[src/hw/rtl/atrm_pkg.sv]
// ----------------------------------------------------------------------------
// atrm_pkg: shared types and constants of the modem response matcher
// Word layouts, opcode and verdict codes, command word of the internal queue
// and the fixed response strings that the back end looks for.
// ----------------------------------------------------------------------------
package atrm_pkg;

    // History of received bytes, newest in the lowest byte
    localparam int HIST_DEPTH = 28;
    localparam int HIST_W     = 8 * HIST_DEPTH;

    // Terminator characters held in the two 64-bit registers
    localparam int TERM_BYTES = 16;

    // Configuration port
    localparam int CFG_DATA_W  = 64;
    localparam int CFG_INDEX_W = 2;
    localparam int TERM_LEN_W  = 5;
    localparam int LIMIT_W     = 13;
    localparam int COUNT_W     = 13;
    localparam int TICKS_W     = 17;

    localparam logic [CFG_INDEX_W-1:0] REG_TERM_LOW  = 2'd0;
    localparam logic [CFG_INDEX_W-1:0] REG_TERM_HIGH = 2'd1;
    localparam logic [CFG_INDEX_W-1:0] REG_TERM_LEN  = 2'd2;
    localparam logic [CFG_INDEX_W-1:0] REG_LIMIT     = 2'd3;

    localparam logic [TERM_LEN_W-1:0] TERM_LEN_RESET = 5'd4;
    localparam logic [LIMIT_W-1:0]    LIMIT_RESET    = 13'd4096;

    // Input opcodes
    localparam logic [1:0] OP_ARM  = 2'd0;
    localparam logic [1:0] OP_BYTE = 2'd1;
    localparam logic [1:0] OP_TICK = 2'd2;

    // Result verdicts
    typedef enum logic [2:0] {
        V_TERM       = 3'd0,
        V_CONNECTED  = 3'd1,
        V_ERROR      = 3'd2,
        V_BUSY       = 3'd3,
        V_BUF_FULL   = 3'd4,
        V_TIMEOUT    = 3'd5,
        V_BAD_SETUP  = 3'd6
    } t_verdict;

    // Channel words
    typedef struct packed {
        logic [1:0]  opcode;
        logic [7:0]  data_byte;
        logic [15:0] timeout_ticks;
    } t_in_word;

    typedef struct packed {
        logic [2:0]         verdict;
        logic [COUNT_W-1:0] bytes_seen;
    } t_out_word;

    // Command word between front and back end
    typedef enum logic [1:0] {
        K_ARM  = 2'd0,
        K_BYTE = 2'd1,
        K_TICK = 2'd2
    } t_kind;

    typedef struct packed {
        t_kind       kind;
        logic        bad_setup;
        logic [7:0]  data_byte;
        logic [15:0] budget;
    } t_cmd;

    // Command queue
    localparam int Q_DEPTH = 2;
    localparam int QPTR_W  = $clog2(Q_DEPTH);
    localparam int QCNT_W  = $clog2(Q_DEPTH + 1);

    // Fixed response strings, last character in the lowest byte
    localparam logic [7:0] CH_CR = 8'h0d;
    localparam logic [7:0] CH_LF = 8'h0a;

    localparam int PAT_CONN_LEN = 28;
    localparam int PAT_ERR_LEN  = 7;
    localparam int PAT_BUSY_LEN = 11;

    localparam logic [8*PAT_CONN_LEN-1:0] PAT_CONN =
        {"ALREADY CONNECTED", CH_CR, CH_LF, CH_CR, CH_LF, "ERROR", CH_CR, CH_LF};
    localparam logic [8*PAT_ERR_LEN-1:0]  PAT_ERR    = {"ERROR", CH_CR, CH_LF};
    localparam logic [8*PAT_BUSY_LEN-1:0] PAT_BUSY_P = {"busy p...", CH_CR, CH_LF};
    localparam logic [8*PAT_BUSY_LEN-1:0] PAT_BUSY_S = {"busy s...", CH_CR, CH_LF};

endpackage

[src/hw/rtl/atrm_front.sv]
// ----------------------------------------------------------------------------
// atrm_front: input word decode
// Takes input words, drops unused opcodes, flags arm words whose setup is
// invalid and pushes the resulting commands into the queue.
// ----------------------------------------------------------------------------
module atrm_front #(
    parameter int LIM_W = 13
) (
    input  logic                                  i_clk,
    input  logic                                  i_rst_n,
    input  logic                                  i_in_valid,
    input  atrm_pkg::t_in_word                    i_in_data,
    output logic                                  o_in_stall,
    input  logic [atrm_pkg::TERM_LEN_W-1:0]       i_eff_len,
    input  logic [LIM_W-1:0]                      i_eff_limit,
    input  logic                                  i_q_full,
    output logic                                  o_push,
    output atrm_pkg::t_cmd                        o_push_cmd
);
    import atrm_pkg::*;

    logic take;

    // Stall while the queue has no room
    assign o_in_stall = i_q_full;
    assign take       = i_in_valid && !i_q_full;

    // Classify the word and build the command
    always_comb begin
        o_push               = 1'b0;
        o_push_cmd.kind      = K_ARM;
        o_push_cmd.data_byte = i_in_data.data_byte;
        o_push_cmd.budget    = i_in_data.timeout_ticks;
        o_push_cmd.bad_setup = (i_eff_limit <= LIM_W'(i_eff_len));
        case (i_in_data.opcode)
            OP_ARM: begin
                o_push          = take;
                o_push_cmd.kind = K_ARM;
            end
            OP_BYTE: begin
                o_push          = take;
                o_push_cmd.kind = K_BYTE;
            end
            OP_TICK: begin
                o_push          = take;
                o_push_cmd.kind = K_TICK;
            end
            default: begin
                o_push = 1'b0;
            end
        endcase
    end

`ifndef SYNTH
    // A stalled front never pushes
    a_no_push_when_full: assert property (@(posedge i_clk) disable iff (!i_rst_n)
        i_q_full |-> !o_push)
        else $error("front pushed into a full queue");
`endif

endmodule

[src/hw/rtl/atrm_queue.sv]
// ----------------------------------------------------------------------------
// atrm_queue: command queue
// Short first-in first-out queue that decouples decode from matching.
// ----------------------------------------------------------------------------
module atrm_queue (
    input  logic            i_clk,
    input  logic            i_rst_n,
    input  logic            i_push,
    input  atrm_pkg::t_cmd  i_push_cmd,
    output logic            o_full,
    output logic            o_valid,
    output atrm_pkg::t_cmd  o_cmd,
    input  logic            i_pop
);
    import atrm_pkg::*;

    t_cmd              r_entry [Q_DEPTH];
    logic [QPTR_W-1:0] r_wr_ptr;
    logic [QPTR_W-1:0] r_rd_ptr;
    logic [QCNT_W-1:0] r_count;
    logic              do_pop;

    assign o_full  = (r_count == QCNT_W'(Q_DEPTH));
    assign o_valid = (r_count != '0);
    assign o_cmd   = r_entry[r_rd_ptr];
    assign do_pop  = i_pop && o_valid;

    // Store pushed commands
    always_ff @(posedge i_clk) begin
        if (i_push) begin
            r_entry[r_wr_ptr] <= i_push_cmd;
        end
    end

    // Advance pointers and fill level
    always_ff @(posedge i_clk) begin
        if (!i_rst_n) begin
            r_wr_ptr <= '0;
            r_rd_ptr <= '0;
            r_count  <= '0;
        end else begin
            if (i_push) begin
                r_wr_ptr <= r_wr_ptr + 1'b1;
            end
            if (do_pop) begin
                r_rd_ptr <= r_rd_ptr + 1'b1;
            end
            if (i_push && !do_pop) begin
                r_count <= r_count + 1'b1;
            end else if (!i_push && do_pop) begin
                r_count <= r_count - 1'b1;
            end
        end
    end

endmodule

[src/hw/rtl/atrm_back.sv]
// ----------------------------------------------------------------------------
// atrm_back: session state and response matching
// Holds the byte history, byte count and tick budget of the session, compares
// the history against the terminator and the fixed responses and registers
// the verdict word.
// ----------------------------------------------------------------------------
module atrm_back #(
    parameter int MAX_TERMINATOR_LEN = 16,
    parameter int LIM_W              = 13
) (
    input  logic                                  i_clk,
    input  logic                                  i_rst_n,
    input  logic                                  i_q_valid,
    input  atrm_pkg::t_cmd                        i_q_cmd,
    output logic                                  o_pop,
    input  logic [63:0]                           i_term_low,
    input  logic [63:0]                           i_term_high,
    input  logic [atrm_pkg::TERM_LEN_W-1:0]       i_eff_len,
    input  logic [LIM_W-1:0]                      i_eff_limit,
    output logic                                  o_out_valid,
    output atrm_pkg::t_out_word                   o_out_data,
    input  logic                                  i_out_stall
);
    import atrm_pkg::*;

    // Session state
    logic [HIST_W-1:0]  r_hist;
    logic [COUNT_W-1:0] r_count;
    logic [TICKS_W-1:0] r_ticks;
    logic               r_armed;
    logic               r_zero;
    logic               r_out_valid;
    t_out_word          r_out_data;

    logic [HIST_W-1:0]  n_hist;
    logic [COUNT_W-1:0] n_count;
    logic [TICKS_W-1:0] n_ticks;
    logic               n_armed;
    logic               n_zero;
    t_out_word          n_out_data;

    logic               proceed;
    logic               has_res;
    logic [TICKS_W-1:0] tick_dec;

    logic [2*CFG_DATA_W-1:0]       term_bits;
    logic [7:0]                    tchar [MAX_TERMINATOR_LEN];
    logic [MAX_TERMINATOR_LEN-1:0] lane_sel;
    logic                          term_hit;
    logic                          conn_hit;
    logic                          err_hit;
    logic                          busy_hit;

    assign proceed = i_q_valid && (!r_out_valid || !i_out_stall);
    assign o_pop   = proceed;

    // Byte shifted into the history
    assign n_hist  = {r_hist[HIST_W-9:0], i_q_cmd.data_byte};
    assign n_count = r_count + 1'b1;
    assign n_zero  = r_zero || (i_q_cmd.data_byte == 8'd0);

    // Terminator characters, zero beyond the register pair
    assign term_bits = {i_term_high, i_term_low};
    for (genvar gi = 0; gi < MAX_TERMINATOR_LEN; gi++) begin : g_tchar
        if (gi < TERM_BYTES) begin : g_reg
            assign tchar[gi] = term_bits[8*gi +: 8];
        end else begin : g_zero
            assign tchar[gi] = 8'd0;
        end
    end

    // One compare lane per terminator length
    for (genvar gl = 1; gl <= MAX_TERMINATOR_LEN; gl++) begin : g_lane
        logic [gl-1:0] eq;
        for (genvar gc = 0; gc < gl; gc++) begin : g_chr
            assign eq[gc] = (n_hist[8*(gl-1-gc) +: 8] == tchar[gc]);
        end
        assign lane_sel[gl-1] = (&eq) && (i_eff_len == TERM_LEN_W'(gl));
    end

    assign term_hit = (i_eff_len == '0) ||
                      (!n_zero && (n_count >= COUNT_W'(i_eff_len)) && (|lane_sel));

    // Fixed responses, blocked once a zero byte has arrived
    assign conn_hit = !n_zero && (n_count >= COUNT_W'(PAT_CONN_LEN)) &&
                      (n_hist[8*PAT_CONN_LEN-1:0] == PAT_CONN);
    assign err_hit  = !n_zero && (n_count >= COUNT_W'(PAT_ERR_LEN)) &&
                      (n_hist[8*PAT_ERR_LEN-1:0] == PAT_ERR);
    assign busy_hit = !n_zero && (n_count >= COUNT_W'(PAT_BUSY_LEN)) &&
                      ((n_hist[8*PAT_BUSY_LEN-1:0] == PAT_BUSY_P) ||
                       (n_hist[8*PAT_BUSY_LEN-1:0] == PAT_BUSY_S));

    assign tick_dec = (r_ticks != '0) ? (r_ticks - 1'b1) : r_ticks;

    // Work out the command against the session state
    always_comb begin
        has_res               = 1'b0;
        n_out_data.verdict    = V_TERM;
        n_out_data.bytes_seen = r_count;
        n_armed               = r_armed;
        case (i_q_cmd.kind)
            K_ARM: begin
                if (i_q_cmd.bad_setup) begin
                    has_res               = 1'b1;
                    n_out_data.verdict    = V_BAD_SETUP;
                    n_out_data.bytes_seen = '0;
                    n_armed               = 1'b0;
                end else begin
                    n_armed = 1'b1;
                end
            end
            K_BYTE: begin
                n_out_data.bytes_seen = n_count;
                if (r_armed) begin
                    has_res = 1'b1;
                    if (term_hit) begin
                        n_out_data.verdict = V_TERM;
                    end else if (conn_hit) begin
                        n_out_data.verdict = V_CONNECTED;
                    end else if (err_hit) begin
                        n_out_data.verdict = V_ERROR;
                    end else if (busy_hit) begin
                        n_out_data.verdict = V_BUSY;
                    end else if (LIM_W'(n_count) >= i_eff_limit) begin
                        n_out_data.verdict = V_BUF_FULL;
                    end else begin
                        has_res = 1'b0;
                    end
                    if (has_res) begin
                        n_armed = 1'b0;
                    end
                end
            end
            K_TICK: begin
                if (r_armed && (tick_dec == '0)) begin
                    has_res            = 1'b1;
                    n_out_data.verdict = V_TIMEOUT;
                    n_armed            = 1'b0;
                end
            end
            default: begin
                has_res = 1'b0;
            end
        endcase
    end

    // Next tick budget
    always_comb begin
        n_ticks = r_ticks;
        case (i_q_cmd.kind)
            K_ARM: begin
                n_ticks = i_q_cmd.bad_setup ? '0 : ({1'b0, i_q_cmd.budget} + 1'b1);
            end
            K_TICK: begin
                if (r_armed) begin
                    n_ticks = tick_dec;
                end
            end
            default: begin
                n_ticks = r_ticks;
            end
        endcase
    end

    // Update the session
    always_ff @(posedge i_clk) begin
        if (!i_rst_n) begin
            r_hist  <= '0;
            r_count <= '0;
            r_ticks <= '0;
            r_armed <= 1'b0;
            r_zero  <= 1'b0;
        end else if (proceed) begin
            r_armed <= n_armed;
            r_ticks <= n_ticks;
            if (i_q_cmd.kind == K_ARM) begin
                r_hist  <= '0;
                r_count <= '0;
                r_zero  <= 1'b0;
            end else if ((i_q_cmd.kind == K_BYTE) && r_armed) begin
                r_hist  <= n_hist;
                r_count <= n_count;
                r_zero  <= n_zero;
            end
        end
    end

    // Output register: load a new verdict, drop it once taken
    always_ff @(posedge i_clk) begin
        if (!i_rst_n) begin
            r_out_valid <= 1'b0;
        end else if (proceed && has_res) begin
            r_out_valid <= 1'b1;
        end else if (!i_out_stall) begin
            r_out_valid <= 1'b0;
        end
    end

    always_ff @(posedge i_clk) begin
        if (proceed && has_res) begin
            r_out_data <= n_out_data;
        end
    end

    assign o_out_valid = r_out_valid;
    assign o_out_data  = r_out_data;

`ifndef SYNTH
    // Every verdict ends the session
    a_verdict_disarms: assert property (@(posedge i_clk) disable iff (!i_rst_n)
        (proceed && has_res) |=> !r_armed)
        else $error("session still armed after a verdict");

    // A failed setup reports no bytes
    a_bad_setup_empty: assert property (@(posedge i_clk) disable iff (!i_rst_n)
        (r_out_valid && (r_out_data.verdict == V_BAD_SETUP)) |-> (r_out_data.bytes_seen == '0))
        else $error("bad setup verdict with bytes counted");

    // A pending timeout verdict leaves the tick budget spent
    a_timeout_spent: assert property (@(posedge i_clk) disable iff (!i_rst_n)
        (r_out_valid && (r_out_data.verdict == V_TIMEOUT)) |-> (r_ticks == '0))
        else $error("timeout verdict with ticks left");
`endif

endmodule

[src/hw/rtl/at_response_matcher.sv]
// ----------------------------------------------------------------------------
// at_response_matcher: modem response matcher
// Arms a session with a tick budget, then watches received bytes and ticks
// for a terminator, a fixed modem response, a full buffer or a timeout.
//
//   channel   direction  handshake                 word
//   in        receive    i_in_valid / o_in_stall   t_in_word (opcode, byte, budget)
//   out       send       o_out_valid / i_out_stall t_out_word (verdict, bytes_seen)
//   cfg       receive    i_cfg_we                  index and 64-bit data
//
// One word a cycle is taken while o_in_stall is low; its verdict is registered
// in the back end. The rate is set by the back end, which handles one command a
// cycle while its output is free or being taken. A two-word queue sits between
// decode and matching; o_in_stall rises only when it is full, from registers alone.
// Synchronous reset clears session, queue and output; registers take reset values.
// ----------------------------------------------------------------------------
module at_response_matcher #(
    parameter int MAX_TERMINATOR_LEN = 16,
    parameter int BUFFER_CAPACITY    = 4096
) (
    input  logic                                  i_clk,
    input  logic                                  i_rst_n,
    input  logic                                  i_in_valid,
    input  atrm_pkg::t_in_word                    i_in_data,
    output logic                                  o_in_stall,
    output logic                                  o_out_valid,
    output atrm_pkg::t_out_word                   o_out_data,
    input  logic                                  i_out_stall,
    input  logic                                  i_cfg_we,
    input  logic [atrm_pkg::CFG_INDEX_W-1:0]      i_cfg_index,
    input  logic [atrm_pkg::CFG_DATA_W-1:0]       i_cfg_data
);
    import atrm_pkg::*;

    localparam int CAP_W = $clog2(BUFFER_CAPACITY + 1);
    localparam int LIM_W = (CAP_W > LIMIT_W) ? CAP_W : LIMIT_W;

    logic [CFG_DATA_W-1:0] r_term_low;
    logic [CFG_DATA_W-1:0] r_term_high;
    logic [TERM_LEN_W-1:0] r_term_len;
    logic [LIMIT_W-1:0]    r_limit;

    logic [TERM_LEN_W-1:0] eff_len;
    logic [LIM_W-1:0]      eff_limit;

    logic push;
    t_cmd push_cmd;
    logic q_full;
    logic q_valid;
    t_cmd q_cmd;
    logic pop;

    // Configuration registers
    always_ff @(posedge i_clk) begin
        if (!i_rst_n) begin
            r_term_low  <= '0;
            r_term_high <= '0;
            r_term_len  <= TERM_LEN_RESET;
            r_limit     <= LIMIT_RESET;
        end else if (i_cfg_we) begin
            case (i_cfg_index)
                REG_TERM_LOW:  r_term_low  <= i_cfg_data;
                REG_TERM_HIGH: r_term_high <= i_cfg_data;
                REG_TERM_LEN:  r_term_len  <= i_cfg_data[TERM_LEN_W-1:0];
                REG_LIMIT:     r_limit     <= i_cfg_data[LIMIT_W-1:0];
                default: begin
                    r_term_len <= r_term_len;
                end
            endcase
        end
    end

    // Saturate terminator length and buffer limit
    assign eff_len   = (r_term_len > TERM_LEN_W'(MAX_TERMINATOR_LEN)) ?
                       TERM_LEN_W'(MAX_TERMINATOR_LEN) : r_term_len;
    assign eff_limit = (LIM_W'(r_limit) > LIM_W'(BUFFER_CAPACITY)) ?
                       LIM_W'(BUFFER_CAPACITY) : LIM_W'(r_limit);

    atrm_front #(
        .LIM_W (LIM_W)
    ) u_front (
        .i_clk      (i_clk),
        .i_rst_n    (i_rst_n),
        .i_in_valid (i_in_valid),
        .i_in_data  (i_in_data),
        .o_in_stall (o_in_stall),
        .i_eff_len  (eff_len),
        .i_eff_limit(eff_limit),
        .i_q_full   (q_full),
        .o_push     (push),
        .o_push_cmd (push_cmd)
    );

    atrm_queue u_queue (
        .i_clk      (i_clk),
        .i_rst_n    (i_rst_n),
        .i_push     (push),
        .i_push_cmd (push_cmd),
        .o_full     (q_full),
        .o_valid    (q_valid),
        .o_cmd      (q_cmd),
        .i_pop      (pop)
    );

    atrm_back #(
        .MAX_TERMINATOR_LEN (MAX_TERMINATOR_LEN),
        .LIM_W              (LIM_W)
    ) u_back (
        .i_clk       (i_clk),
        .i_rst_n     (i_rst_n),
        .i_q_valid   (q_valid),
        .i_q_cmd     (q_cmd),
        .o_pop       (pop),
        .i_term_low  (r_term_low),
        .i_term_high (r_term_high),
        .i_eff_len   (eff_len),
        .i_eff_limit (eff_limit),
        .o_out_valid (o_out_valid),
        .o_out_data  (o_out_data),
        .i_out_stall (i_out_stall)
    );

endmodule

[config.mk]
export PLATFORM = sky130hd
export DESIGN_NAME = at_response_matcher
export DESIGN_NICKNAME = d
export VERILOG_FILES = /design/src/hw/rtl/atrm_pkg.sv /design/src/hw/rtl/atrm_front.sv /design/src/hw/rtl/atrm_queue.sv /design/src/hw/rtl/atrm_back.sv /design/src/hw/rtl/at_response_matcher.sv
export SDC_FILE = /design/constraint.sdc
export NUM_CORES = 2
export LEC_CHECK = 0
export BUFFER_PORTS_ARGS = -buffer_cell sky130_fd_sc_hd__buf_2
export CAP_MARGIN = 20
export CORE_MARGIN = 3
export CORE_UTILIZATION = 25
export DETAILED_ROUTE_END_ITERATION = 8
export PLACE_DENSITY_LB_ADDON = 0.1
export SYNTH_ARGS = -nofsm -noshare
export SYNTH_HDL_FRONTEND = slang
export SYNTH_SLANG_ARGS = --single-unit
[constraint.sdc]
create_clock -name i_clk -period 7.95 [get_ports i_clk]
set_input_delay 1.59 -clock i_clk [delete_from_list [all_inputs] [get_ports i_clk]]
set_output_delay 1.59 -clock i_clk [all_outputs]
set_load 0.01 [all_outputs]
==> results.toml <==
[drt]
viasPerCell = 5.49
antenna_left = 0
post_drt_wl_per_cell_um = 32.8
drtPass1Iterations = 6
num_vias = 32572
drtIter0Drc = 3928
wl_um = 194000
drc = 0

[setup_path]
r2r-start = "u_back.r_hist[74]"
worst-path-max-fanout = 16
crit_path_end_kind = "flip-flop"
worstPathCellList = "buf_4 -> nor4b_1 -> nand4_1 -> or4_1 -> a2111oi_0 -> or2_2 -> nor4_2 -> nor3_2 -> o21a_1"
reg2reg_depth = 9
r2r_slack_ps = 2440
critPathBufInv = 1
critPathSlowestCell = "nor4b_1"
path_class = "flip-flop to flip-flop"
worstPathArrival_ps = 5820
max_stage_delay_ps = 960
cp_top_family = "simple AND/OR/NAND/NOR gates"
start_kind = "flip-flop"
r2r-end = "u_back.o_out_data[12]"
critical_path_required_ps = 8260

[floorplan]
fp.dieH_um = 378
pin_count = 115
dieArea_mm2 = 0.143
start_util = 0.252
core_area_mm2 = 0.138
die_width_um = 378
rows = 136

[power_and_ir_drop]
p_leak_nw = 12.8
swShare = 0.375
power.share.combinational = 0.330
power_frac_seq = 0.322
pwr-share-clk = 0.348
p_switching_mw = 3.10
powerDensity_mw_per_mm2 = 211
p_int_mw = 5.16
max-vdd-ir-drop_v = 0.000210

[sta]
hold_viol = 0
tightest_slew_ps = 1330
timing.setup.tns_ps = 0
rsz0062_at_grt = "no"
fin_ws_ps = 2440
fin_crit_sh = 0.693
fmax_ghz = 0.182
setup_viol_count_final = 0
maxSlewViolCount = 0
relSlewSlack = 0.110
clock_skew_ps = 72.8
period_minus_slack_ps = 5510

[place]
io_buffer_count = 114
place.gp.congestion = 1.02
dp_hpwl_um = 125000
pre_cts_ws_ps = 2830

[logic_synthesis]
async_flop_share = 0
syn-num-nets = 4334
syn_inst = 4205
synth_edf_count = 70
syn-cell-area_mm2 = 0.0347
ys_seq_elements = 470
synth_seq_area_share = 0.292
synth_area_per_cell_um2 = 8.24
synth.distinct_cells = 74
ys_warn_count = 0
ys.flop_type = "dfxtp_1"

[clock_tree]
cts_setup_buffers = 0
cts_resized = 0
tritoncts = "done"
clkTransAtPathRegs_ps = 60
cts_buffers = 61
insertion_delay_ps = 720
numClockSinks = 470
cts_hold_buf = 0
ctsLongestPathBuffers = 3
cts_root_buf = "clkbuf_16"
htreeDepth = 2

[layout]
final_nets = 4211
drive_above_1_share = 0.107
areaGrowthSynthToFinish_pct = 13.0

[outcome]
outcome = "finished, final reports clean"

[global_route]
grt_pass1_vias = 30768
grt_max_degree = 188
groute.usage.overall = 0.263
overflow = 0
antenna_found_initial = 2
grt_pass1_wl_um = 264000

[min_path]
min_from = "u_back.r_hist[214]"
min_to = "u_back.r_hist[214]"
holdPathStages = 2
hp-class = "flip-flop to flip-flop"

[flow_run]
drv_cap = 0
[sequential cells by signal, summed over array words and instances (netlist names), named ones only]
name and flops:
u_back.r_count 13, u_back.r_zero 1, u_queue.r_entry 54, r_term_len 5, r_limit 13, u_back.o_out_data 16, r_term_low 64, u_queue.r_rd_ptr 1
u_back.r_hist 216, u_queue.r_count 2, u_back.r_armed 1, r_term_high 64, u_back.o_out_valid 1, u_back.r_ticks 17, u_queue.r_wr_ptr 1
[metal layers]
layer / share of wire / GRT usage
met1: 0.42 / 0.349
met2: 0.41 / 0.388
met3: 0.098 / 0.0679
met4: 0.069 / 0.143
met5: 0 / 0
[metrics by stage]
stage	hold slack [ps]	total power [mW]	instance area [um^2]	utilization	instances
after CTS	450	8.32	39200	0.285	5926
final	457	8.26	39200	0.285	5930
after global routing	480	8.63	39200	0.285	5927
after detailed placement	454	5.39	37100	0.269	5812
after floorplan	436	4.46	34700	-	4205
after global placement	451	5.39	37100	0.269	5811
[layout make-up]
type                            instances  area, um^2
Antenna cell                            3        7.51
Multi-Input combinational cell       3198       22500
Clock buffer                           82        1660
Timing Repair Buffer                  297        2000
Tap cell                             1794        2240
Clock inverter                         32         420
Sequential cell                       470       10100
Fill cell                           14792       98500
Inverter                               54         203
[cells in the mapped netlist (6+ instances only)]
cell,number,area (um^2)
or3_1,13,81.3
mux2i_2,6,82.6
buf_2,69,345
and4_1,7,61.3
a2111oi_0,17,149
nor4bb_1,10,100
nor3b_1,7,52.6
nor4_1,130,813
nor3_1,63,315
nor2_1,46,173
mux2_2,6,67.6
nand4_1,240,1500
nand2b_1,19,119
nor2b_1,100,626
buf_1,83,312
a21boi_0,337,2530
xnor2_1,867,7590
a22o_1,7,61.3
nand4b_1,9,78.8
edfxtp_1,70,2100
or4_1,6,45.0
dfxtp_1,400,8010
mux2i_1,24,240
inv_1,53,199
o22ai_1,15,93.8
a22oi_1,18,135
nand3b_1,192,1440
and4b_1,6,60.1
o21a_1,8,60.1
a21oi_1,57,285
o21ai_0,41,205
nor4b_1,22,193
xor2_1,204,1790
and2_1,14,87.6
a31oi_1,8,50.1
ha_1,32,400
clkbuf_1,323,1210
nand3_1,31,155
nand2_1,564,2120
[power groups by stage]
stage	logic [mW]	registers, mW	clock network (mW)
final	2.72	2.65	2.88
after global routing	2.91	2.66	3.07
after CTS	2.69	2.65	2.98
after detailed placement	2.69	2.70	0
after global placement	2.69	2.70	0
after floorplan	1.85	2.61	0
[placed cells by master, fill, tap and decap left out, types with 24 or more instances in the layout]
cell / Yosys / final
xnor2_1: 867 / 867
nand2_1: 564 / 564
dfxtp_1: 400 / 384
a21boi_0: 337 / 337
nand4_1: 240 / 240
xor2_1: 204 / 204
nand3b_1: 192 / 192
buf_4: 1 / 178
nor4_1: 130 / 129
buf_2: 69 / 114
nor2b_1: 100 / 100
edfxtp_1: 70 / 70
nor3_1: 63 / 63
clkbuf_16: 0 / 61
a21oi_1: 57 / 57
inv_1: 53 / 53
nor2_1: 46 / 43
o21ai_0: 41 / 41
nand3_1: 31 / 31
ha_1: 32 / 31
mux2i_1: 24 / 24
[worst register-to-register path, delay by kind of cell (launching register included)]
kind            cells  cell delay (ps)
simple gates        6             3120
compound gates      2             1290
flops               1              460
buf+inv             1              280
[worst max path at each step]
stage / from / to / slack [ps] / cells past startpoint
3_5_place_dp: u_back.r_hist[74] / u_back.o_out_data[5] / 2830 / 9
6_report: u_back.r_hist[74] / u_back.o_out_data[12] / 2440 / 9
2_1_floorplan: u_back.r_count[1] / u_back.o_out_data[0] / 4310 / 13
3_3_place_gp: u_back.r_hist[74] / u_back.o_out_data[8] / 2790 / 9
5_1_grt: u_back.r_hist[74] / u_back.o_out_data[3] / 2370 / 9
4_1_cts: u_back.r_hist[74] / u_back.o_out_data[12] / 2840 / 9
[logic make-up after synthesis]
kind of cell | count (synthesis) | share of synthesized area
buffers and inverters | 537 | 0.0615
adders and majority gates | 32 | 0.0116
and+or+nand+nor | 1501 | 0.237
DFF | 470 | 0.292
muxes | 38 | 0.0126
AOI/OAI and AO/OA | 556 | 0.115
xor gates and xnor gates | 1071 | 0.271
No activity file was read; power rests on OpenSTA's default activity.
